<file path="src/rtl/fptc_pkg.sv">
// fptc_pkg: widths, codes, reset values and shared types of the fft peak tone classifier
// used by every module under rtl; depends on nothing
`default_nettype none

package fptc_pkg;

   // defaults for the top level parameters
   localparam int FFT_LENGTH_DEF         = 2048;
   localparam int FIRST_SEARCHED_BIN_DEF = 2;

   // field widths
   localparam int BIN_W      = 32;
   localparam int MAG_W      = 64;
   localparam int IDX_W      = 10;
   localparam int RATE_W     = 18;
   localparam int FREQ_W     = 21;
   localparam int CHOICE_W   = 3;
   localparam int NUM_TONES  = 5;
   localparam int PROD_W     = IDX_W + RATE_W;
   localparam int CSR_IDX_W  = 3;
   localparam int CSR_DATA_W = 21;
   localparam int REQ_DATA_W = 64;
   localparam int RSP_DATA_W = 40;

   localparam int IDX_MAX_INT = (1 << IDX_W) - 1;
   localparam logic [IDX_W-1:0]  IDX_MAX  = '1;
   localparam logic [FREQ_W-1:0] FREQ_MAX = '1;

   localparam logic [CHOICE_W-1:0] CHOICE_INCONCLUSIVE = 3'd5;

   // register indexes on the csr port
   localparam logic [CSR_IDX_W-1:0] REG_AUDIO_RATE   = 3'd0;
   localparam logic [CSR_IDX_W-1:0] REG_REF_TONE_0   = 3'd1;
   localparam logic [CSR_IDX_W-1:0] REG_REF_TONE_1   = 3'd2;
   localparam logic [CSR_IDX_W-1:0] REG_REF_TONE_2   = 3'd3;
   localparam logic [CSR_IDX_W-1:0] REG_REF_TONE_3   = 3'd4;
   localparam logic [CSR_IDX_W-1:0] REG_REF_TONE_4   = 3'd5;
   localparam logic [CSR_IDX_W-1:0] REG_MATCH_WINDOW = 3'd6;

   // reset values
   localparam logic [RATE_W-1:0] AUDIO_RATE_RST   = 18'd48000;
   localparam logic [FREQ_W-1:0] REF_TONE_0_RST   = 21'd7040;
   localparam logic [FREQ_W-1:0] REF_TONE_1_RST   = 21'd9397;
   localparam logic [FREQ_W-1:0] REF_TONE_2_RST   = 21'd9956;
   localparam logic [FREQ_W-1:0] REF_TONE_3_RST   = 21'd11840;
   localparam logic [FREQ_W-1:0] REF_TONE_4_RST   = 21'd13290;
   localparam logic [FREQ_W-1:0] MATCH_WINDOW_RST = 21'd256;

   // squared parts of one bin, on their way to the peak tracker
   typedef struct packed {
      logic [MAG_W-1:0] re_sq;
      logic [MAG_W-1:0] im_sq;
      logic [IDX_W-1:0] idx;
      logic             searched;
      logic             last;
   } sq_bin_type;

   // configuration seen by the tone matcher
   typedef struct packed {
      logic [RATE_W-1:0]                  audio_rate;
      logic [NUM_TONES-1:0][FREQ_W-1:0]   ref_tone;
      logic [FREQ_W-1:0]                  match_window;
   } cfg_type;

endpackage

`default_nettype wire

</file>
<file path="src/rtl/fptc_bin_front.sv">
// fptc_bin_front: bin counter, input register and squaring stage
// depends on fptc_pkg
`default_nettype none

module fptc_bin_front #(
   parameter int FFT_LENGTH         = fptc_pkg::FFT_LENGTH_DEF,
   parameter int FIRST_SEARCHED_BIN = fptc_pkg::FIRST_SEARCHED_BIN_DEF
) (
   input  wire logic                        clock,
   input  wire logic                        reset,
   input  wire logic                        req_tvalid,
   output      logic                        req_tready,
   input  wire logic [fptc_pkg::BIN_W-1:0]  bin_real,
   input  wire logic [fptc_pkg::BIN_W-1:0]  bin_imag,
   input  wire logic                        last_bin,
   output      logic                        sq_valid,
   input  wire logic                        sq_ready,
   output      fptc_pkg::sq_bin_type        sq_bin
);

   localparam int LIMIT_INT = (FFT_LENGTH / 2 > fptc_pkg::IDX_MAX_INT) ?
                              fptc_pkg::IDX_MAX_INT : FFT_LENGTH / 2;
   localparam logic [fptc_pkg::IDX_W-1:0] LIMIT_IDX = fptc_pkg::IDX_W'(LIMIT_INT);
   localparam logic [fptc_pkg::IDX_W-1:0] FIRST_IDX = fptc_pkg::IDX_W'(FIRST_SEARCHED_BIN);

   logic [fptc_pkg::IDX_W-1:0] bin_count_ff, bin_count_in;
   logic                       s0_valid_ff, s0_valid_in;
   logic [fptc_pkg::BIN_W-1:0] s0_real_ff, s0_imag_ff;
   logic [fptc_pkg::IDX_W-1:0] s0_idx_ff;
   logic                       s0_search_ff, s0_last_ff;
   logic                       s1_valid_ff, s1_valid_in;
   fptc_pkg::sq_bin_type       s1_bin_ff, s1_bin_in;

   logic                       s0_ready, s1_ready, accept, s0_move;
   logic [fptc_pkg::BIN_W-1:0] abs_re, abs_im;

   assign s1_ready   = !s1_valid_ff || sq_ready;
   assign s0_ready   = !s0_valid_ff || s1_ready;
   assign req_tready = s0_ready;
   assign accept     = req_tvalid && s0_ready;
   assign s0_move    = s0_valid_ff && s1_ready;

   // bin index saturates on an overlong frame and restarts after the last bin
   always_comb begin
      bin_count_in = bin_count_ff;
      if (accept) begin
         if (last_bin) begin
            bin_count_in = '0;
         end else if (bin_count_ff != fptc_pkg::IDX_MAX) begin
            bin_count_in = bin_count_ff + fptc_pkg::IDX_W'(1);
         end
      end
   end

   // most negative value maps onto 2^31 as unsigned
   assign abs_re = s0_real_ff[fptc_pkg::BIN_W-1] ? (~s0_real_ff + fptc_pkg::BIN_W'(1))
                                                 : s0_real_ff;
   assign abs_im = s0_imag_ff[fptc_pkg::BIN_W-1] ? (~s0_imag_ff + fptc_pkg::BIN_W'(1))
                                                 : s0_imag_ff;

   always_comb begin
      s1_bin_in.re_sq    = fptc_pkg::MAG_W'(abs_re) * fptc_pkg::MAG_W'(abs_re);
      s1_bin_in.im_sq    = fptc_pkg::MAG_W'(abs_im) * fptc_pkg::MAG_W'(abs_im);
      s1_bin_in.idx      = s0_idx_ff;
      s1_bin_in.searched = s0_search_ff;
      s1_bin_in.last     = s0_last_ff;
   end

   assign s0_valid_in = accept || (s0_valid_ff && !s1_ready);
   assign s1_valid_in = s0_move || (s1_valid_ff && !sq_ready);

   always_ff @(posedge clock) begin
      if (reset) begin
         bin_count_ff <= '0;
         s0_valid_ff  <= 1'b0;
         s1_valid_ff  <= 1'b0;
      end else begin
         bin_count_ff <= bin_count_in;
         s0_valid_ff  <= s0_valid_in;
         s1_valid_ff  <= s1_valid_in;
      end
   end

   always_ff @(posedge clock) begin
      if (accept) begin
         s0_real_ff   <= bin_real;
         s0_imag_ff   <= bin_imag;
         s0_idx_ff    <= bin_count_ff;
         s0_search_ff <= (bin_count_ff >= FIRST_IDX) && (bin_count_ff < LIMIT_IDX);
         s0_last_ff   <= last_bin;
      end
      if (s0_move) begin
         s1_bin_ff <= s1_bin_in;
      end
   end

   assign sq_valid = s1_valid_ff;
   assign sq_bin   = s1_bin_ff;

endmodule

`default_nettype wire

</file>
<file path="config.mk">
export PLATFORM = sky130hd
export DESIGN_NAME = fptc_bin_front
export DESIGN_NICKNAME = d
export VERILOG_FILES = /design/src/rtl/fptc_pkg.sv /design/src/rtl/fptc_bin_front.sv
export SDC_FILE = /design/constraint.sdc
export NUM_CORES = 2
export LEC_CHECK = 0
export BUFFER_PORTS_ARGS = -buffer_cell sky130_fd_sc_hd__buf_2
export CORE_MARGIN = 4
export CORE_UTILIZATION = 57
export CTS_CLUSTER_SIZE = 8
export DETAILED_ROUTE_END_ITERATION = 10
export PLACE_DENSITY = 0.76
export SYNTH_ARGS = -nofsm -noshare
export SYNTH_HDL_FRONTEND = slang
export SYNTH_SLANG_ARGS = --single-unit
</file>
<file path="constraint.sdc">
create_clock -name clock -period 19 [get_ports clock]
set_input_delay 2.85 -clock clock [delete_from_list [all_inputs] [get_ports clock]]
set_output_delay 2.85 -clock clock [all_outputs]
set_load 0.02 [all_outputs]
</file>
---- Word-level counts from Yosys, hierarchy flattened ----
Index checks and enable logic that the tools add are counted.
operators by class
  add/sub/neg operators ................... 3
  multipliers ............................. 2
  magnitude comparators ................... 2
  equal/unequal tests ..................... 1
  mux-type cells .......................... 4
  bitwise logic cells ..................... 2
  reduce and logical (&&, ||, !) cells .... 15
operators with widths
  cell                                                                 count
  multiplier 32 x 32 -> 64 bit                                         2
  adder 32 x 1 -> 32 bit (second input constant)                       2
  two-way mux 32 bit                                                   2
  inverter 32 bit                                                      2
  two-way mux 10 bit                                                   2
  adder 10 x 1 -> 10 bit (second input constant)                       1
  greater-or-equal comparator 10 x 2 -> 1 bit (second input constant)  1
  less-than comparator 10 bit (second input constant)                  1
  inequality test 10 bit (second input constant)                       1
  logical AND 1 bit                                                    5
  zero test 1 bit                                                      4
  logical OR 1 bit                                                     4
  AND reduction 2 bit                                                  1
  nonzero test 2 bit                                                   1
storage, ports and cells
  bits in registers ....................... 228
  bits of input ports ..................... 69
  logic and storage cells ................. 42

---- Logic depth before layout (Yosys ltp) ----
  depth after elaboration ................. 5
  mapped depth ............................ 40
  depth with buffers taken out ............ 36

---- Worst setup path after synthesis ----
Ideal clock, no wire load.
  path kind ............................... reg-to-reg
  start ................................... register s0_imag_ff[0] in the netlist's numbering
  end ..................................... register s1_bin_ff (netlist bit sq_bin[75]), data pin
  library setup time ...................... 265 ps
  arrival time ............................ 9935 ps
  slack ................................... 8800 ps
  cell stages (with the launch flop) ...... 37
  path buffers ............................ 4
  clock period less this slack ............ 10200 ps
  cell sequence ........................... edfxtp_1 inv_1 clkbuf_1 clkbuf_1 ha_1 nand4_1 or3_1 or4_1 or2_2 o41ai_1 xor2_1 inv_1 clkbuf_1 nand2_1 fa_1 inv_1 fa_1 fa_1 inv_1 fa_1 inv_1 fa_1 fa_1 fa_1 fa_1 ha_1 clkbuf_1 nand2_1 o21ai_0 nor2_1 a221o_1 o21a_1 a2111oi_0 o21ai_0 nand2_1 a311oi_1 xnor2_1
RTL lines
  what                      RTL line              RTL
  start: declaration        fptc_bin_front.sv:28  logic [fptc_pkg::BIN_W-1:0] s0_real_ff, s0_imag_ff;
  start signal: assignment  fptc_bin_front.sv:87  s0_imag_ff <= bin_imag;
  end signal: assignment    fptc_bin_front.sv:93  s1_bin_ff <= s1_bin_in;
  end: declaration          fptc_bin_front.sv:32  fptc_pkg::sq_bin_type s1_bin_ff, s1_bin_in;

==> impl_metrics.yaml <==
outcome:
  status: "finished clean"
grt:
  grt_max_degree: 70
  antenna_found_initial: 5
  grt_usage: 0.3188
  grt_pass1_wl_um: 292300
  grt_pass1_vias: 51940
  gr-total-overflow: 0
clock_network:
  cts_max_level: 2
  worstSkewPairLatency_ns: 0.60
  path_clk_slew_ns: 0.06
  cts_root_buffer: "clkbuf_16"
  cts.sink_count: 226
  cts_setup_buffers: 0
  postCtsHoldBufs: 0
  numCtsBuffers: 36
  ctsResizeCount: 0
  clk_path_buf_depth: 3
  tritoncts: "done"
synth:
  synth_area_leaders: "fa_1 49%, inv_1 12%, ha_1 11%"
  ys_seq_elements: 226
  netlist_area_um2: 65120
  synth_edf_count: 214
  yosysWarnings: 0
  synth_top_area_cell: "fa_1"
  synth_seq_area_share: 0.1024
  synth_top_area_frac: 0.4888
  synth.avg_cell_area_um2: 9.697
  synthFlopType: "edfxtp_1"
  synthDistinctLibCells: 76
  syn_inst: 6715
  synthArstFlopShare: 0
worst_setup_path:
  reg2reg_depth: 35
  cp-start-kind: "flop"
  timing.rr.start: "s0_imag_ff[0]$_DFFE_PP_"
  crit_path_frequent_cell: "fa_1"
  endpoint_kind: "flop"
  cpPeakStageDelay_ns: 0.82
  worstReg2RegEnd: "sq_bin[75]$_DFFE_PP_"
  worstPathRequired_ns: 19.33
  crit_type: "flop to flop"
  rrSetupSlack_ns: 6.96
  worstPathArrival_ns: 12.38
  crit_slowest_cell: "inv_1"
  critPathMaxFanout: 20
placement:
  finalWeightedCongestion: 0.9975
  port_buffers: 208
  dpl.hpwl_um: 148600
  place_ws_ns: 7.308
sta:
  drv_slew: 0
  fin_crit_sh: 0.6339
  hold_viol_final: 0
  fin_setup_tns_ns: 0
  finalCriticalPeriod_ns: 12.04
  setup_slack_ns: 6.956
  setup_violations: 0
  skew_ns: 0.02847
  fmax_mhz: 83.03
  tightest_slew_ns: 1.172
  max-slew-margin-rel: 0.2175
  rsz0062_at_grt: "false"
routing:
  num_vias: 46950
  drt-total-wl_um: 185200
  antenna_left: 0
  avgRoutedWirePerCell_um: 21.96
  drtIter0Drc: 3885
  avgViaCountPerCell: 5.568
  route.detailed.drc: 0
  dr.pass1.iters: 6
final_layout:
  drive_above_1_share: 0.06087
  num_antenna_cells: 0
  area_growth_pct: 6.719
  nFillCells: 9366
  nets: 9141
floorplanning:
  die_w_um: 346
  start_util: 0.5765
  dieArea_um2: 119700
  num_rows: 123
  pin_count: 211
  core-area_um2: 113000
  die_y_um: 346
hold_path:
  whs_endpoint: "sq_bin[4]$_DFFE_PP_"
  min_path_type: "flop to flop"
  hp-start: "s0_idx_ff[2]$_DFFE_PP_"
  hold_depth: 0
flow_run:
  drv_cap: 0
## cell usage in the layout, fill, tap and decap left out, types with 22 or more instances in the layout
| cell | instances |
|---|---|
| a21o_1 | 97 |
| a21oi_1 | 143 |
| and3_1 | 22 |
| buf_2 | 208 |
| buf_4 | 112 |
| clkbuf_16 | 36 |
| conb_1 | 52 |
| edfxtp_1 | 214 |
| fa_1 | 1590 |
| ha_1 | 566 |
| inv_1 | 2000 |
| nand2_1 | 571 |
| nand3_1 | 32 |
| nand4_1 | 25 |
| nor2_1 | 570 |
| o21ai_0 | 85 |
| o21bai_1 | 27 |
| xnor2_1 | 138 |
| xor2_1 | 91 |
## worst max path at each step
stage | start | endpoint | slack (ns) | cells past startpoint
2_1_floorplan | s0_imag_ff[0]$_DFFE_PP_ | sq_bin[75]$_DFFE_PP_ | 8.80 | 36
3_3_place_gp | s0_imag_ff[0]$_DFFE_PP_ | sq_bin[75]$_DFFE_PP_ | 7.56 | 35
3_5_place_dp | s0_imag_ff[0]$_DFFE_PP_ | sq_bin[71]$_DFFE_PP_ | 7.31 | 35
4_1_cts | s0_imag_ff[0]$_DFFE_PP_ | sq_bin[69]$_DFFE_PP_ | 7.28 | 35
5_1_grt | s0_imag_ff[0]$_DFFE_PP_ | sq_bin[69]$_DFFE_PP_ | 6.33 | 35
6_report | s0_imag_ff[0]$_DFFE_PP_ | sq_bin[75]$_DFFE_PP_ | 6.96 | 35
## through the flow
stage	cells	instance area, um2	hold WS (ns)	utilization
after floorplan	6765	65310	0.4003	-
after global placement	8378	68440	0.4007	0.6058
after detailed placement	8378	68440	0.4061	0.6058
after CTS	8433	69490	0.4146	0.6152
after global routing	8433	69490	0.4296	0.6152
final	8433	69490	0.4162	0.6152
## per-layer routing
layer | global-route usage | routed length [um]
met4 | 0.1362 | 10210
met2 | 0.4973 | 84200
met5 | 0 | 8
met3 | 0.09232 | 22590
met1 | 0.4208 | 68160
## state kept, by name, summed over array words and instances, names as in the netlist
signal	flops
sq_bin	138
s0_imag_ff	32
s0_real_ff	32
bin_count_ff	10
s0_idx_ff	10
s0_last_ff	1
s0_search_ff	1
s0_valid_ff	1
sq_valid	1
## synth_stat cells (all sizes together) (12+ instances only)
| master | number |
|---|---|
| inv | 2006 |
| fa | 1590 |
| nand2 | 572 |
| nor2 | 570 |
| ha | 566 |
| edfxtp | 214 |
| clkbuf | 182 |
| xnor2 | 148 |
| a21oi | 143 |
| xor2 | 101 |
| a21o | 97 |
| o21ai | 91 |
| nand3 | 32 |
| o21bai | 27 |
| buf | 25 |
| nand4 | 25 |
| and2 | 22 |
| and3 | 22 |
| a31oi | 21 |
| o31ai | 19 |
| nor2b | 18 |
| clkinv | 15 |
| or3 | 15 |
| nor3 | 14 |
| nor4 | 13 |
| o21a | 13 |
| dfxtp | 12 |
| or4 | 12 |
## worst max-delay path: cells and delay by family, from the launching register on
kind                     cells  cell delay [ns]
adder cells (fa/ha/maj)     10             4.73
AO/OA/AOI/OAI                9             2.62
buffers and inverters        8             1.54
flip-flops                   1             0.75
XOR/XNOR                     2             0.24
AND/OR/NAND/NOR              6             1.85
## cell families (layout without fill, tap and decap cells)
group	after synthesis	after routing	share of synthesized area
buffers and inverters	2228	2396	0.1290
other	2	52	0.0001153
AO/OA/AOI/OAI	509	509	0.05103
flip-flops	226	226	0.1024
adder cells (fa/ha/maj)	2156	2156	0.5976
AND/OR/NAND/NOR	1343	1343	0.08541
multiplexers	2	2	0.0003458
XOR/XNOR	249	249	0.03412
## cell type report
class                      count  area [um2]  share of cell area
clock buffer                  48       965.9             0.01390
sequential                   226        6666             0.09593
clock inverter                 7       91.34            0.001314
timing repair buffer         320        1882             0.02708
tap                         1500        1877             0.02701
multi-input combinational   4311       50430              0.7256
inverter                    2021        7586              0.1092
Power is not shown: default switching activity piles up to over one toggle a cycle in this logic, so the estimate is an artifact.
