--- config.mk ---
export PLATFORM = sky130hd
export DESIGN_NAME = fptc_tone_match
export DESIGN_NICKNAME = d
export VERILOG_FILES = /design/src/rtl/fptc_pkg.sv /design/src/rtl/fptc_tone_match.sv
export SDC_FILE = /design/constraint.sdc
export NUM_CORES = 1
export LEC_CHECK = 0
export ABC_CLOCK_PERIOD_IN_PS = 12260
export BUFFER_PORTS_ARGS = -buffer_cell sky130_fd_sc_hd__buf_2
export CAP_MARGIN = 20
export CORE_ASPECT_RATIO = 1.75
export CORE_MARGIN = 8
export CORE_UTILIZATION = 57
export CTS_BUF_LIST = sky130_fd_sc_hd__clkbuf_8 sky130_fd_sc_hd__clkbuf_16
export DETAILED_ROUTE_END_ITERATION = 6
export GPL_TIMING_DRIVEN = 0
export PLACE_DENSITY = 0.88
export SKIP_LAST_GASP = 1
export SLEW_MARGIN = 20
export SYNTH_ARGS = -nofsm -noshare
export SYNTH_HDL_FRONTEND = slang
export SYNTH_SLANG_ARGS = --single-unit
--- constraint.sdc ---
create_clock -name clock -period 12.26 [get_ports clock]
set_clock_uncertainty 0.15 [all_clocks]
set_input_delay 2.452 -clock clock [delete_from_list [all_inputs] [get_ports clock]]
set_output_delay 2.452 -clock clock [all_outputs]
set_load 0.1 [all_outputs]
--- src/rtl/fptc_pkg.sv ---
// fptc_pkg: widths, codes, reset values and shared types of the fft peak tone classifier
// used by every module under rtl; depends on nothing
`default_nettype none

package fptc_pkg;

   // defaults for the top level parameters
   localparam int FFT_LENGTH_DEF         = 2048;
   localparam int FIRST_SEARCHED_BIN_DEF = 2;

   // field widths
   localparam int BIN_W      = 32;
   localparam int MAG_W      = 64;
   localparam int IDX_W      = 10;
   localparam int RATE_W     = 18;
   localparam int FREQ_W     = 21;
   localparam int CHOICE_W   = 3;
   localparam int NUM_TONES  = 5;
   localparam int PROD_W     = IDX_W + RATE_W;
   localparam int CSR_IDX_W  = 3;
   localparam int CSR_DATA_W = 21;
   localparam int REQ_DATA_W = 64;
   localparam int RSP_DATA_W = 40;

   localparam int IDX_MAX_INT = (1 << IDX_W) - 1;
   localparam logic [IDX_W-1:0]  IDX_MAX  = '1;
   localparam logic [FREQ_W-1:0] FREQ_MAX = '1;

   localparam logic [CHOICE_W-1:0] CHOICE_INCONCLUSIVE = 3'd5;

   // register indexes on the csr port
   localparam logic [CSR_IDX_W-1:0] REG_AUDIO_RATE   = 3'd0;
   localparam logic [CSR_IDX_W-1:0] REG_REF_TONE_0   = 3'd1;
   localparam logic [CSR_IDX_W-1:0] REG_REF_TONE_1   = 3'd2;
   localparam logic [CSR_IDX_W-1:0] REG_REF_TONE_2   = 3'd3;
   localparam logic [CSR_IDX_W-1:0] REG_REF_TONE_3   = 3'd4;
   localparam logic [CSR_IDX_W-1:0] REG_REF_TONE_4   = 3'd5;
   localparam logic [CSR_IDX_W-1:0] REG_MATCH_WINDOW = 3'd6;

   // reset values
   localparam logic [RATE_W-1:0] AUDIO_RATE_RST   = 18'd48000;
   localparam logic [FREQ_W-1:0] REF_TONE_0_RST   = 21'd7040;
   localparam logic [FREQ_W-1:0] REF_TONE_1_RST   = 21'd9397;
   localparam logic [FREQ_W-1:0] REF_TONE_2_RST   = 21'd9956;
   localparam logic [FREQ_W-1:0] REF_TONE_3_RST   = 21'd11840;
   localparam logic [FREQ_W-1:0] REF_TONE_4_RST   = 21'd13290;
   localparam logic [FREQ_W-1:0] MATCH_WINDOW_RST = 21'd256;

   // squared parts of one bin, on their way to the peak tracker
   typedef struct packed {
      logic [MAG_W-1:0] re_sq;
      logic [MAG_W-1:0] im_sq;
      logic [IDX_W-1:0] idx;
      logic             searched;
      logic             last;
   } sq_bin_type;

   // configuration seen by the tone matcher
   typedef struct packed {
      logic [RATE_W-1:0]                  audio_rate;
      logic [NUM_TONES-1:0][FREQ_W-1:0]   ref_tone;
      logic [FREQ_W-1:0]                  match_window;
   } cfg_type;

endpackage

`default_nettype wire

--- src/rtl/fptc_tone_match.sv ---
// fptc_tone_match: peak index to frequency, nearest reference tone and result register
// depends on fptc_pkg
`default_nettype none

module fptc_tone_match #(
   parameter int FFT_LENGTH = fptc_pkg::FFT_LENGTH_DEF
) (
   input  wire logic                           clock,
   input  wire logic                           reset,
   input  wire fptc_pkg::cfg_type              cfg,
   input  wire logic                           peak_valid,
   output      logic                           peak_ready,
   input  wire logic [fptc_pkg::IDX_W-1:0]     peak_idx,
   output      logic                           res_valid,
   input  wire logic                           res_ready,
   output      logic [fptc_pkg::FREQ_W-1:0]    res_freq,
   output      logic [fptc_pkg::IDX_W-1:0]     res_bin,
   output      logic [fptc_pkg::CHOICE_W-1:0]  res_choice
);

   localparam int FFT_LOG2 = $clog2(FFT_LENGTH);
   localparam int NUM_W    = fptc_pkg::PROD_W + 5;
   localparam logic [NUM_W-1:0] HALF_LEN = NUM_W'(FFT_LENGTH / 2);

   logic                          r2_valid_ff, r3_valid_ff, r4_valid_ff, out_valid_ff;
   logic [fptc_pkg::PROD_W-1:0]   r2_prod_ff;
   logic [fptc_pkg::IDX_W-1:0]    r2_idx_ff, r3_idx_ff, r4_idx_ff, out_idx_ff;
   logic [fptc_pkg::FREQ_W-1:0]   r3_freq_ff, r4_freq_ff, out_freq_ff;
   logic [fptc_pkg::NUM_TONES-1:0][fptc_pkg::FREQ_W-1:0] r4_dist_ff, r4_dist_in;
   logic [fptc_pkg::CHOICE_W-1:0] out_choice_ff, out_choice_in;
   logic [fptc_pkg::FREQ_W-1:0]   r3_freq_in;

   logic r2_ready, r3_ready, r4_ready, out_ready;
   logic [NUM_W-1:0]              num, quot;
   logic [fptc_pkg::FREQ_W-1:0]   min_dist;

   assign out_ready  = !out_valid_ff || res_ready;
   assign r4_ready   = !r4_valid_ff || out_ready;
   assign r3_ready   = !r3_valid_ff || r4_ready;
   assign r2_ready   = !r2_valid_ff || r3_ready;
   assign peak_ready = r2_ready;

   // round to nearest: (idx * rate * 16 + len/2) / len, len a power of two
   assign num  = {1'b0, r2_prod_ff, 4'b0000} + HALF_LEN;
   assign quot = num >> FFT_LOG2;
   assign r3_freq_in = (quot > NUM_W'(fptc_pkg::FREQ_MAX)) ? fptc_pkg::FREQ_MAX
                                                            : quot[fptc_pkg::FREQ_W-1:0];

   always_comb begin
      for (int k = 0; k < fptc_pkg::NUM_TONES; k++) begin
         r4_dist_in[k] = (r3_freq_ff >= cfg.ref_tone[k]) ? r3_freq_ff - cfg.ref_tone[k]
                                                         : cfg.ref_tone[k] - r3_freq_ff;
      end
   end

   // earliest tone wins a tie
   always_comb begin
      min_dist      = r4_dist_ff[0];
      out_choice_in = '0;
      for (int k = 1; k < fptc_pkg::NUM_TONES; k++) begin
         if (r4_dist_ff[k] < min_dist) begin
            min_dist      = r4_dist_ff[k];
            out_choice_in = fptc_pkg::CHOICE_W'(k);
         end
      end
      if (min_dist >= cfg.match_window) begin
         out_choice_in = fptc_pkg::CHOICE_INCONCLUSIVE;
      end
   end

   always_ff @(posedge clock) begin
      if (reset) begin
         r2_valid_ff  <= 1'b0;
         r3_valid_ff  <= 1'b0;
         r4_valid_ff  <= 1'b0;
         out_valid_ff <= 1'b0;
      end else begin
         if (r2_ready) begin
            r2_valid_ff <= peak_valid;
         end
         if (r3_ready) begin
            r3_valid_ff <= r2_valid_ff;
         end
         if (r4_ready) begin
            r4_valid_ff <= r3_valid_ff;
         end
         if (out_ready) begin
            out_valid_ff <= r4_valid_ff;
         end
      end
   end

   always_ff @(posedge clock) begin
      if (r2_ready && peak_valid) begin
         r2_prod_ff <= fptc_pkg::PROD_W'(peak_idx) * fptc_pkg::PROD_W'(cfg.audio_rate);
         r2_idx_ff  <= peak_idx;
      end
      if (r3_ready && r2_valid_ff) begin
         r3_freq_ff <= r3_freq_in;
         r3_idx_ff  <= r2_idx_ff;
      end
      if (r4_ready && r3_valid_ff) begin
         r4_dist_ff <= r4_dist_in;
         r4_freq_ff <= r3_freq_ff;
         r4_idx_ff  <= r3_idx_ff;
      end
      if (out_ready && r4_valid_ff) begin
         out_freq_ff   <= r4_freq_ff;
         out_idx_ff    <= r4_idx_ff;
         out_choice_ff <= out_choice_in;
      end
   end

   assign res_valid  = out_valid_ff;
   assign res_freq   = out_freq_ff;
   assign res_bin    = out_idx_ff;
   assign res_choice = out_choice_ff;

   a_choice_code: assert property (@(posedge clock) disable iff (reset)
      out_valid_ff |-> out_choice_ff <= fptc_pkg::CHOICE_INCONCLUSIVE)
      else $error("tone choice outside its codes");

   a_pipe_moves: assert property (@(posedge clock) disable iff (reset)
      r4_valid_ff && out_ready |=> out_valid_ff)
      else $error("result lost between distance stage and output");

endmodule

`default_nettype wire

* Yosys cells after proc, flatten, opt, wreduce, memory -nomap -nowiden
Cells that the tools add are included.
Cells by class: add/subtract/negate cells 11, multiply operators 1, magnitude comparators 11, multiplexer cells 13, reductions and logical operators 13
Operators by type and width (number):
- 21-bit subtractor | 10
- 21-bit two-way mux | 9
- 21-bit >= comparator | 6
- 21-bit < comparator | 4
- 32-bit by 11-bit adder with 33-bit output, second input constant | 1
- 10-bit by 18-bit multiplier with 28-bit output | 1
- 22-bit by 21-bit greater-than comparator with 1-bit output, second input constant | 1
- 3-bit two-way mux | 2
- 1-bit logical AND | 4
- 1-bit zero test | 4
- 1-bit logical OR | 4
- 1-bit two-way mux | 2
- 2-bit OR reduction | 1
Storage, ports and cells: bits in registers 243, bits of input ports 158, output and inout bits 36, word-level logic and storage cells 68

* Longest topological paths before layout
Gate-level depths: netlist of run 1.
depth after elaboration 10, gate-level depth with buffers 59, mapped depth without buffers 55

* Least setup slack after synthesis of run 1
No wires, ideal clock.
path kind input to register, from in res_ready, to reg r4_dist_ff[0] (netlist name), enable pin, arrival time 12355 ps, slack -1085 ps, stages on the path 2, cell sequence nor2b_1 a21boi_0
Between the ends: word-level cells in the longest chain between the ends 3
Ends and longest elaborated chain:
- start, declared | line fptc_tone_match.sv:15 | input wire logic res_ready,
- 1-bit logical OR | line fptc_tone_match.sv:37 | assign out_ready = !out_valid_ff || res_ready;
- 1-bit logical OR | line fptc_tone_match.sv:38 | assign r4_ready = !r4_valid_ff || out_ready;
- 1-bit logical AND | line fptc_tone_match.sv:102 | if (r4_ready && r3_valid_ff) begin
- end signal, assigned | line fptc_tone_match.sv:103 | r4_dist_ff <= r4_dist_in;
- end, declared | line fptc_tone_match.sv:29 | logic [fptc_pkg::NUM_TONES-1:0][fptc_pkg::FREQ_W-1:0] r4_dist_ff, r4_dist_in;
No other way between the ends. A chain may end at the register's enable or synchronous reset.

* Worst setup path in the final report of run 1
from reg r4_dist_ff[19] (netlist name), to reg out_choice_ff (netlist bit res_choice[0]) (data pin)
Between the ends: word-level cells in the longest chain between the ends 9, elaborated cells between the ends (all ways) 13, classes of those cells 5 x order compare; 8 x mux
Ends and longest elaborated chain:
- 21-bit < comparator | line fptc_tone_match.sv:61 | if (r4_dist_ff[k] < min_dist) begin
- 21-bit two-way mux | line fptc_tone_match.sv:61
- 21-bit < comparator | line fptc_tone_match.sv:61
- 21-bit two-way mux | line fptc_tone_match.sv:61
- 21-bit < comparator | line fptc_tone_match.sv:61
- 21-bit two-way mux | line fptc_tone_match.sv:61
- 21-bit < comparator | line fptc_tone_match.sv:61
- 21-bit two-way mux | line fptc_tone_match.sv:61
- 21-bit >= comparator | line fptc_tone_match.sv:66 | if (min_dist >= cfg.match_window) begin
- end signal, assigned | line fptc_tone_match.sv:110 | out_choice_ff <= out_choice_in;
- end, declared | line fptc_tone_match.sv:30 | logic [fptc_pkg::CHOICE_W-1:0] out_choice_ff, out_choice_in;
Parallel ways exist; a longest one is shown, timed or not.

==> results of run 1 <==
-- sequential cells by signal, summed over array words and instances (netlist names), 3 cells and up --
name / cells
r2_idx_ff: 10
res_choice: 3
r4_idx_ff: 10
r4_dist_ff: 105
res_freq: 21
r4_freq_ff: 21
r3_idx_ff: 10
r2_prod_ff: 22
r3_freq_ff: 21
res_bin: 10
-- cell type report --
cell class / count / area share [%]
clock inverters: 19 / 0.684
multi-input cells: 2095 / 59.6
flip-flops and latches: 237 / 24.0
plain buffers: 121 / 1.81
clock buffers: 25 / 2.12
well taps: 583 / 2.48
diodes: 3 / 0.0255
repair buffers: 198 / 4.13
inverters: 404 / 5.15
-- stage by stage --
step | instance area (um2) | TNS (ns) | worst slack, ns | total power, W | std cells
floorplan | 26500 | 0 | 1.41 | 0.00329 | 2857
global placement | 28100 | -75.96 | -0.587 | 0.00394 | 3617
detailed placement | 28400 | -2.11 | -0.806 | 0.00406 | 3627
CTS | 29300 | 0 | 0.0126 | 0.00488 | 3671
global route | 29400 | 0 | 0.0135 | 0.00528 | 3683
finish | 29400 | 0 | 0.583 | 0.00495 | 3685
-- report_power, final --
part	switching [W]	total, W	internal [W]
logic	0.00168	0.00292	0.00124
registers	0.000119	0.00124	0.00112
clock network	0.000352	0.000793	0.000441
-- Yosys cell counts (all sizes together), types with 7 or more instances --
cell,instances
nand2,202
o21ai,110
nand2b,18
nand3,41
a2111oi,9
a21o,166
and4,7
fa,135
a211oi,16
inv,404
o21bai,28
and2,89
o211ai,20
or3,15
xnor2,80
xor2,45
mux2i,103
nor3,29
a211o,8
clkbuf,92
nor2,131
edfxtp,233
nand4,43
buf,29
o21a,25
a21boi,13
nor2b,43
mux2,14
a21oi,203
and3,12
ha,367
a31oi,34
-- per-layer routing --
metal | up-vias | part of all wire [%]
met5 | - | 0.12
met4 | 14 | 10
met3 | 333 | 6.2
met2 | 900 | 51
met1 | 10700 | 33
li1 | 10400 | -
-- path summary, 6_finish.rpt --
path / slack (ns) / to / from
max: 0.58 / res_choice[0] / r4_dist_ff[19]
min: 0.27 / r4_idx_ff[5] / r3_idx_ff[5]
max reg2reg: 0.58 / res_choice[0] / r4_dist_ff[19]
min reg2reg: 0.27 / r4_idx_ff[5] / r3_idx_ff[5]
-- cells by family after synthesis --
kind of cell	Yosys count
compound gates	706
simple gates	645
buf+inv	525
fa+ha+maj	502
flops	237
xor+xnor	125
mux	117
-- worst max-delay path: cells and delay by family (launching register included) --
| family | cells | cell delay (ns) |
|---|---|---|
| adders and majority gates | 5 | 1.61 |
| DFF | 1 | 0.39 |
| muxes | 3 | 0.97 |
| and+or+nand+nor | 12 | 1.13 |
| AOI/OAI and AO/OA | 31 | 6.20 |
| buffers and inverters | 7 | 0.99 |
-- what timing repair did --
item | CTS | global route
setup buffers | 0 | 11
resized for setup | 14 | 18
pin swaps | 0 | 7
endpoints found under the setup margin | 3 | 3
==> results.sh, run 1 <==
export IMPL_io_buffers=177
export IMPL_multi_input_area_um2=17500
export IMPL_grt_pass1_vias=23000
export IMPL_drt_total_wl_mm=82.5
export IMPL_fin_crit_ns=11.68
export IMPL_nets=3741
export IMPL_cp_common_cell="a21oi_1"
export IMPL_synth_area_um2=26500
export IMPL_min_path_cells=0
export IMPL_whs_ns=0.268
export IMPL_die_h_um=301
export IMPL_fillCellCount=3744
export IMPL_synth_edf_count=233
export IMPL_worstHoldPathType="reg -> reg"
export IMPL_required_ns=12.42
export IMPL_syn_nets=3517
export IMPL_cts_inserted_buffers=24
export IMPL_cts_root_buf="clkbuf_16"
export IMPL_reg2reg_depth=58
export IMPL_synth_cell_types=84
export IMPL_synthXorXnorAreaFrac_pct=4.13
export IMPL_fmax_ghz=0.0856
export IMPL_num_vias=22300
export IMPL_synthTopCellsByArea="edfxtp_1 26%, ha_1 17%, fa_1 10%"
export IMPL_hpwl_mm=67.7
export IMPL_hold_viol_final=0
export IMPL_synth_top_family_by_area="adder cells"
export IMPL_insertion_delay_ns=0.56
export IMPL_seqCellArea_um2=7080
export IMPL_postRouteAntennaNets=0
export IMPL_core_area_um2=45900
export IMPL_seq_area_frac_synth_pct=26.7
export IMPL_worstSetupStartpointType="flop"
export IMPL_place_congestion=0.999
export IMPL_critical_path_class="reg -> reg"
export IMPL_synth_top_area_cell="edfxtp_1"
export IMPL_grt_pass1_wl_mm=124
export IMPL_cp_max_fo=10
export IMPL_syn_area_per_cell_um2=9.28
export IMPL_async_flop_share_pct=0
export IMPL_cts_tree="done"
export IMPL_p_leak_nw=14.4
export IMPL_grt_met1_usage_pct=29.6
export IMPL_final_util_pct=64.1
export IMPL_drt_iter0_drc=1308
export IMPL_core_rowCount=104
export IMPL_h_tree_depth=1
export IMPL_synth_ff_type="edfxtp_1"
export IMPL_antenna_found_initial=11
export IMPL_slew_headroom_pct=32.8
export IMPL_synth_mux_area_share_pct=4.48
export IMPL_cpPeakStageDelay_ns=0.51
export IMPL_tightest_slew_ns=1.01
export IMPL_die_x_um=179
export IMPL_status="complete, no violations"
export IMPL_final_cell_mix="407 x inv_1, 367 x ha_1, 233 x edfxtp_1"
export IMPL_overflow=0
export IMPL_grt_max_degree=27
export IMPL_final_common_cell="inv_1"
export IMPL_yosys_area_top_type_share_pct=26.4
export IMPL_grt_busiest_layer="met2"
export IMPL_drv_slew=0
export IMPL_synth_fa_ha_area_share_pct=27.5
export IMPL_arrival_ns=11.84
export IMPL_wl_per_cell_um=22.4
export IMPL_cap_violations=0
export IMPL_io_pins=194
export IMPL_crit_slowest_cell="mux2i_1"
export IMPL_grt_met2_usage_pct=54.1
export IMPL_clockBufferDepth=3
export IMPL_grtUsageTotal_pct=30.1
export IMPL_endpoint_kind="flop"
export IMPL_start_util_pct=57.7
export IMPL_synth_seq_cells=237
export IMPL_yosysWarnings=0
export IMPL_synth_simple_area_share_pct=11.9
export IMPL_drtPass1Iterations=5
export IMPL_ir_worst_vdd_mv=0.173
export IMPL_synth_compound_area_share_pct=17.6
export IMPL_fin_crit_sh_pct=95.2
export IMPL_p_per_area_nw_per_um2=168
export IMPL_hold_buffers=0
export IMPL_drc=0
export IMPL_rsz0062_at_grt="false"
export IMPL_use_met3_pct=4.16
export IMPL_area_delta_synth_final_pct=11.1
export IMPL_viasPerCell=6.06
export IMPL_path_clk_slew_ns=0.08
export IMPL_layout_drive_gt1_share_pct=9.97
export IMPL_synth_cells=2857
export IMPL_die_area_um2=53900
export IMPL_clkSinkCount=237
export IMPL_setup_viol_count_final=0
Power figures use the tool's default switching activity.
==> run 2, diff against run 1 <==
--- a/config.mk
+++ b/config.mk
@@ -10,11 +10,12 @@
 export CAP_MARGIN = 20
 export CORE_ASPECT_RATIO = 1.75
 export CORE_MARGIN = 8
-export CORE_UTILIZATION = 57
+export CORE_UTILIZATION = 35
 export CTS_BUF_LIST = sky130_fd_sc_hd__clkbuf_8 sky130_fd_sc_hd__clkbuf_16
 export DETAILED_ROUTE_END_ITERATION = 6
 export GPL_TIMING_DRIVEN = 0
-export PLACE_DENSITY = 0.88
+export PLACE_DENSITY = 0.62
+export RECOVER_POWER = 50
 export SKIP_LAST_GASP = 1
 export SLEW_MARGIN = 20
 export SYNTH_ARGS = -nofsm -noshare
==> run 2 against run 1 <==
Net effect:
- the flow now finishes with violations (max-capacitance violations, max-slew violations)
- critical path type unchanged
- critical path depth rose by 1
- die area rose by 58%
- non-clock buffer count fell by 1
- combinational power fell by 3%
==> results.sh, run 2 (synthesis gave the netlist of run 1 again) <==
export IMPL_area_delta_synth_final_pct=12.6
export IMPL_drtPass1Iterations=5
export IMPL_final_cell_mix="409 x inv_1, 367 x ha_1, 233 x edfxtp_1"
export IMPL_r2r_start="r4_dist_ff[19]"
export IMPL_grt_pass1_vias=22000
export IMPL_hpwl_mm=74.0
export IMPL_violations="max-capacitance violations, max-slew violations"
export IMPL_dpl_cell_area_um2=29000
export IMPL_seqPwrFrac_pct=25.5
export IMPL_ir_worst_vdd_mv=0.0995
export IMPL_drv_slew=25
export IMPL_grt_pass1_wl_mm=130
export IMPL_power_switching_w=0.00208
export IMPL_cts_tree="done"
export IMPL_slew_headroom_pct=-35.8
export IMPL_power_frac_comb_pct=58.1
export IMPL_die_h_um=380
export IMPL_h_tree_depth=1
export IMPL_setup_viol_count_final=0
export IMPL_p_per_area_nw_per_um2=164
export IMPL_status="complete, but fails checks"
export IMPL_hold_buffers=0
export IMPL_grt_met1_usage_pct=20.3
export IMPL_final_area_um2=29900
export IMPL_io_pins=194
export IMPL_viasPerCell=5.16
export IMPL_clockBufferDepth=3
export IMPL_postRouteAntennaNets=0
export IMPL_min_from="r4_freq_ff[1]"
export IMPL_endpoint_kind="flop"
export IMPL_largest_reg_flops=105
export IMPL_clkSinkCount=237
export IMPL_internal_power_w=0.00280
export IMPL_core_rowCount=133
export IMPL_fmax_ghz=0.0854
export IMPL_cp_common_cell="a21o_1"
export IMPL_drt_total_wl_mm=87.8
export IMPL_num_vias=21300
export IMPL_reg_top3="r4_dist_ff x105, r2_prod_ff x22"
export IMPL_grt_busiest_layer="met2"
export IMPL_cts_inserted_buffers=25
export IMPL_die_x_um=224
export IMPL_place_congestion=0.972
export IMPL_hold_path_endpoint="res_freq[1]"
export IMPL_finalSetupTns_ns=0
export IMPL_wl_per_cell_um=21.3
export IMPL_worstSetupStartpointType="flop"
export IMPL_switching_share_pct=42.7
export IMPL_cpPeakStageDelay_ns=0.47
export IMPL_cts_root_buf="clkbuf_16"
export IMPL_nets=3741
export IMPL_fin_crit_ns=11.72
export IMPL_core_area_um2=75100
export IMPL_worstHoldPathType="reg -> reg"
export IMPL_min_path_cells=0
export IMPL_required_ns=12.44
export IMPL_critical_path_class="reg -> reg"
export IMPL_hold_viol_final=0
export IMPL_tightest_slew_ns=2.03
export IMPL_top_register="r4_dist_ff"
export IMPL_layout_drive_gt1_share_pct=9.35
export IMPL_overflow=0
export IMPL_start_util_pct=35.3
export IMPL_clock_power_share_pct=16.5
export IMPL_worst_r2r_setup_slack_ns=0.54
export IMPL_insertion_delay_ns=0.56
export IMPL_grt_max_degree=27
export IMPL_io_buffers=177
export IMPL_cap_violations=1
export IMPL_final_common_cell="inv_1"
export IMPL_drt_iter0_drc=1065
export IMPL_cp_max_fo=10
export IMPL_p_leak_nw=14.3
export IMPL_drc=0
export IMPL_grtUsageTotal_pct=20.0
export IMPL_rr_endpoint="res_choice[0]"
export IMPL_whs_ns=0.268
export IMPL_fillCellCount=7626
export IMPL_path_clk_slew_ns=0.07
export IMPL_fin_crit_sh_pct=95.6
export IMPL_antenna_found_initial=13
export IMPL_grt_met2_usage_pct=37.9
export IMPL_arrival_ns=11.89
export IMPL_die_area_um2=85200
export IMPL_reg2reg_depth=59
export IMPL_use_met3_pct=2.32
export IMPL_crit_slowest_cell="a21oi_1"
[run 2: changes by cell type in the layout (fill, tap and decap cells not counted), moves of 3 or more]
cell,previous run,this run
a21oi_2,4,7
buf_16,7,4
buf_2,190,176
clkbuf_1,89,110
clkinvlp_4,5,1
diode_2,3,7
inv_6,1,5
[run 2: metal layers]
| layer | vias up | routed length [um] |
|---|---|---|
| li1 | 10400 | - |
| met1 | 10200 | 31900 |
| met2 | 508 | 45800 |
| met3 | 206 | 3350 |
| met4 | 8 | 6590 |
| met5 | - | 53 |
[run 2: worst max path at each step]
stage	from	endpoint	slack, ns	depth (start not counted)
5_1_grt	r4_dist_ff[19]	res_choice[0]	-0.002	58
6_report	r4_dist_ff[19]	res_choice[0]	0.54	59
3_3_place_gp	res_ready	r4_dist_ff[3]	-1.27	3
3_5_place_dp	r4_dist_ff[19]	res_choice[0]	-0.93	58
4_1_cts	r4_dist_ff[19]	res_choice[0]	0.05	58
2_1_floorplan	r4_dist_ff[40]	res_choice[0]	1.41	57
[run 2: power groups by stage]
| stage | combinational [W] | clock (W) | sequential [W] |
|---|---|---|---|
| 2_1_floorplan | 0.00208 | 0 | 0.00121 |
| 3_3_place_gp | 0.00275 | 0 | 0.00126 |
| 3_5_place_dp | 0.00278 | 0 | 0.00126 |
| 4_1_cts | 0.00282 | 0.000829 | 0.00124 |
| 5_1_grt | 0.00317 | 0.000849 | 0.00125 |
| 6_report | 0.00283 | 0.000805 | 0.00124 |
[run 2: final cells by class]
cell class / instances / area (um2) / area share (%)
timing repair buffer: 197 / 1070 / 3.60
sequential: 237 / 7080 / 23.7
buffer: 121 / 537 / 1.80
antenna: 7 / 17.5 / 0.0587
inverter: 404 / 1520 / 5.08
tap: 1012 / 1270 / 4.24
multi-input combinational: 2095 / 17500 / 58.7
clock inverter: 19 / 191 / 0.641
clock buffer: 27 / 653 / 2.19
[run 2: repair_timing]
action | in CTS | in global routing
gates resized for setup | 21 | 17
pin swaps | 1 | 6
setup buffers | 1 | 9
endpoints found under the setup margin | 3 | 3
[run 2: per-stage QoR]
stage | instances | utilization, % | worst slack, ns | power, W
floorplan | 2857 | - | 1.41 | 0.00329
global placement | 4046 | 38.2 | -1.27 | 0.00401
finish | 4119 | 39.8 | 0.545 | 0.00488
CTS | 4103 | 39.8 | 0.0537 | 0.00489
detailed placement | 4056 | 38.6 | -0.935 | 0.00404
global route | 4113 | 39.8 | -0.00180 | 0.00527
[run 2: critical path, delay by kind of cell (launching register included)]
kind,cells,cell delay (ns)
AOI/OAI and AO/OA,32,6.42
adders and majority gates,5,1.57
and+or+nand+nor,12,1.15
buffers and inverters,7,1.03
muxes,3,0.80
DFF,1,0.36
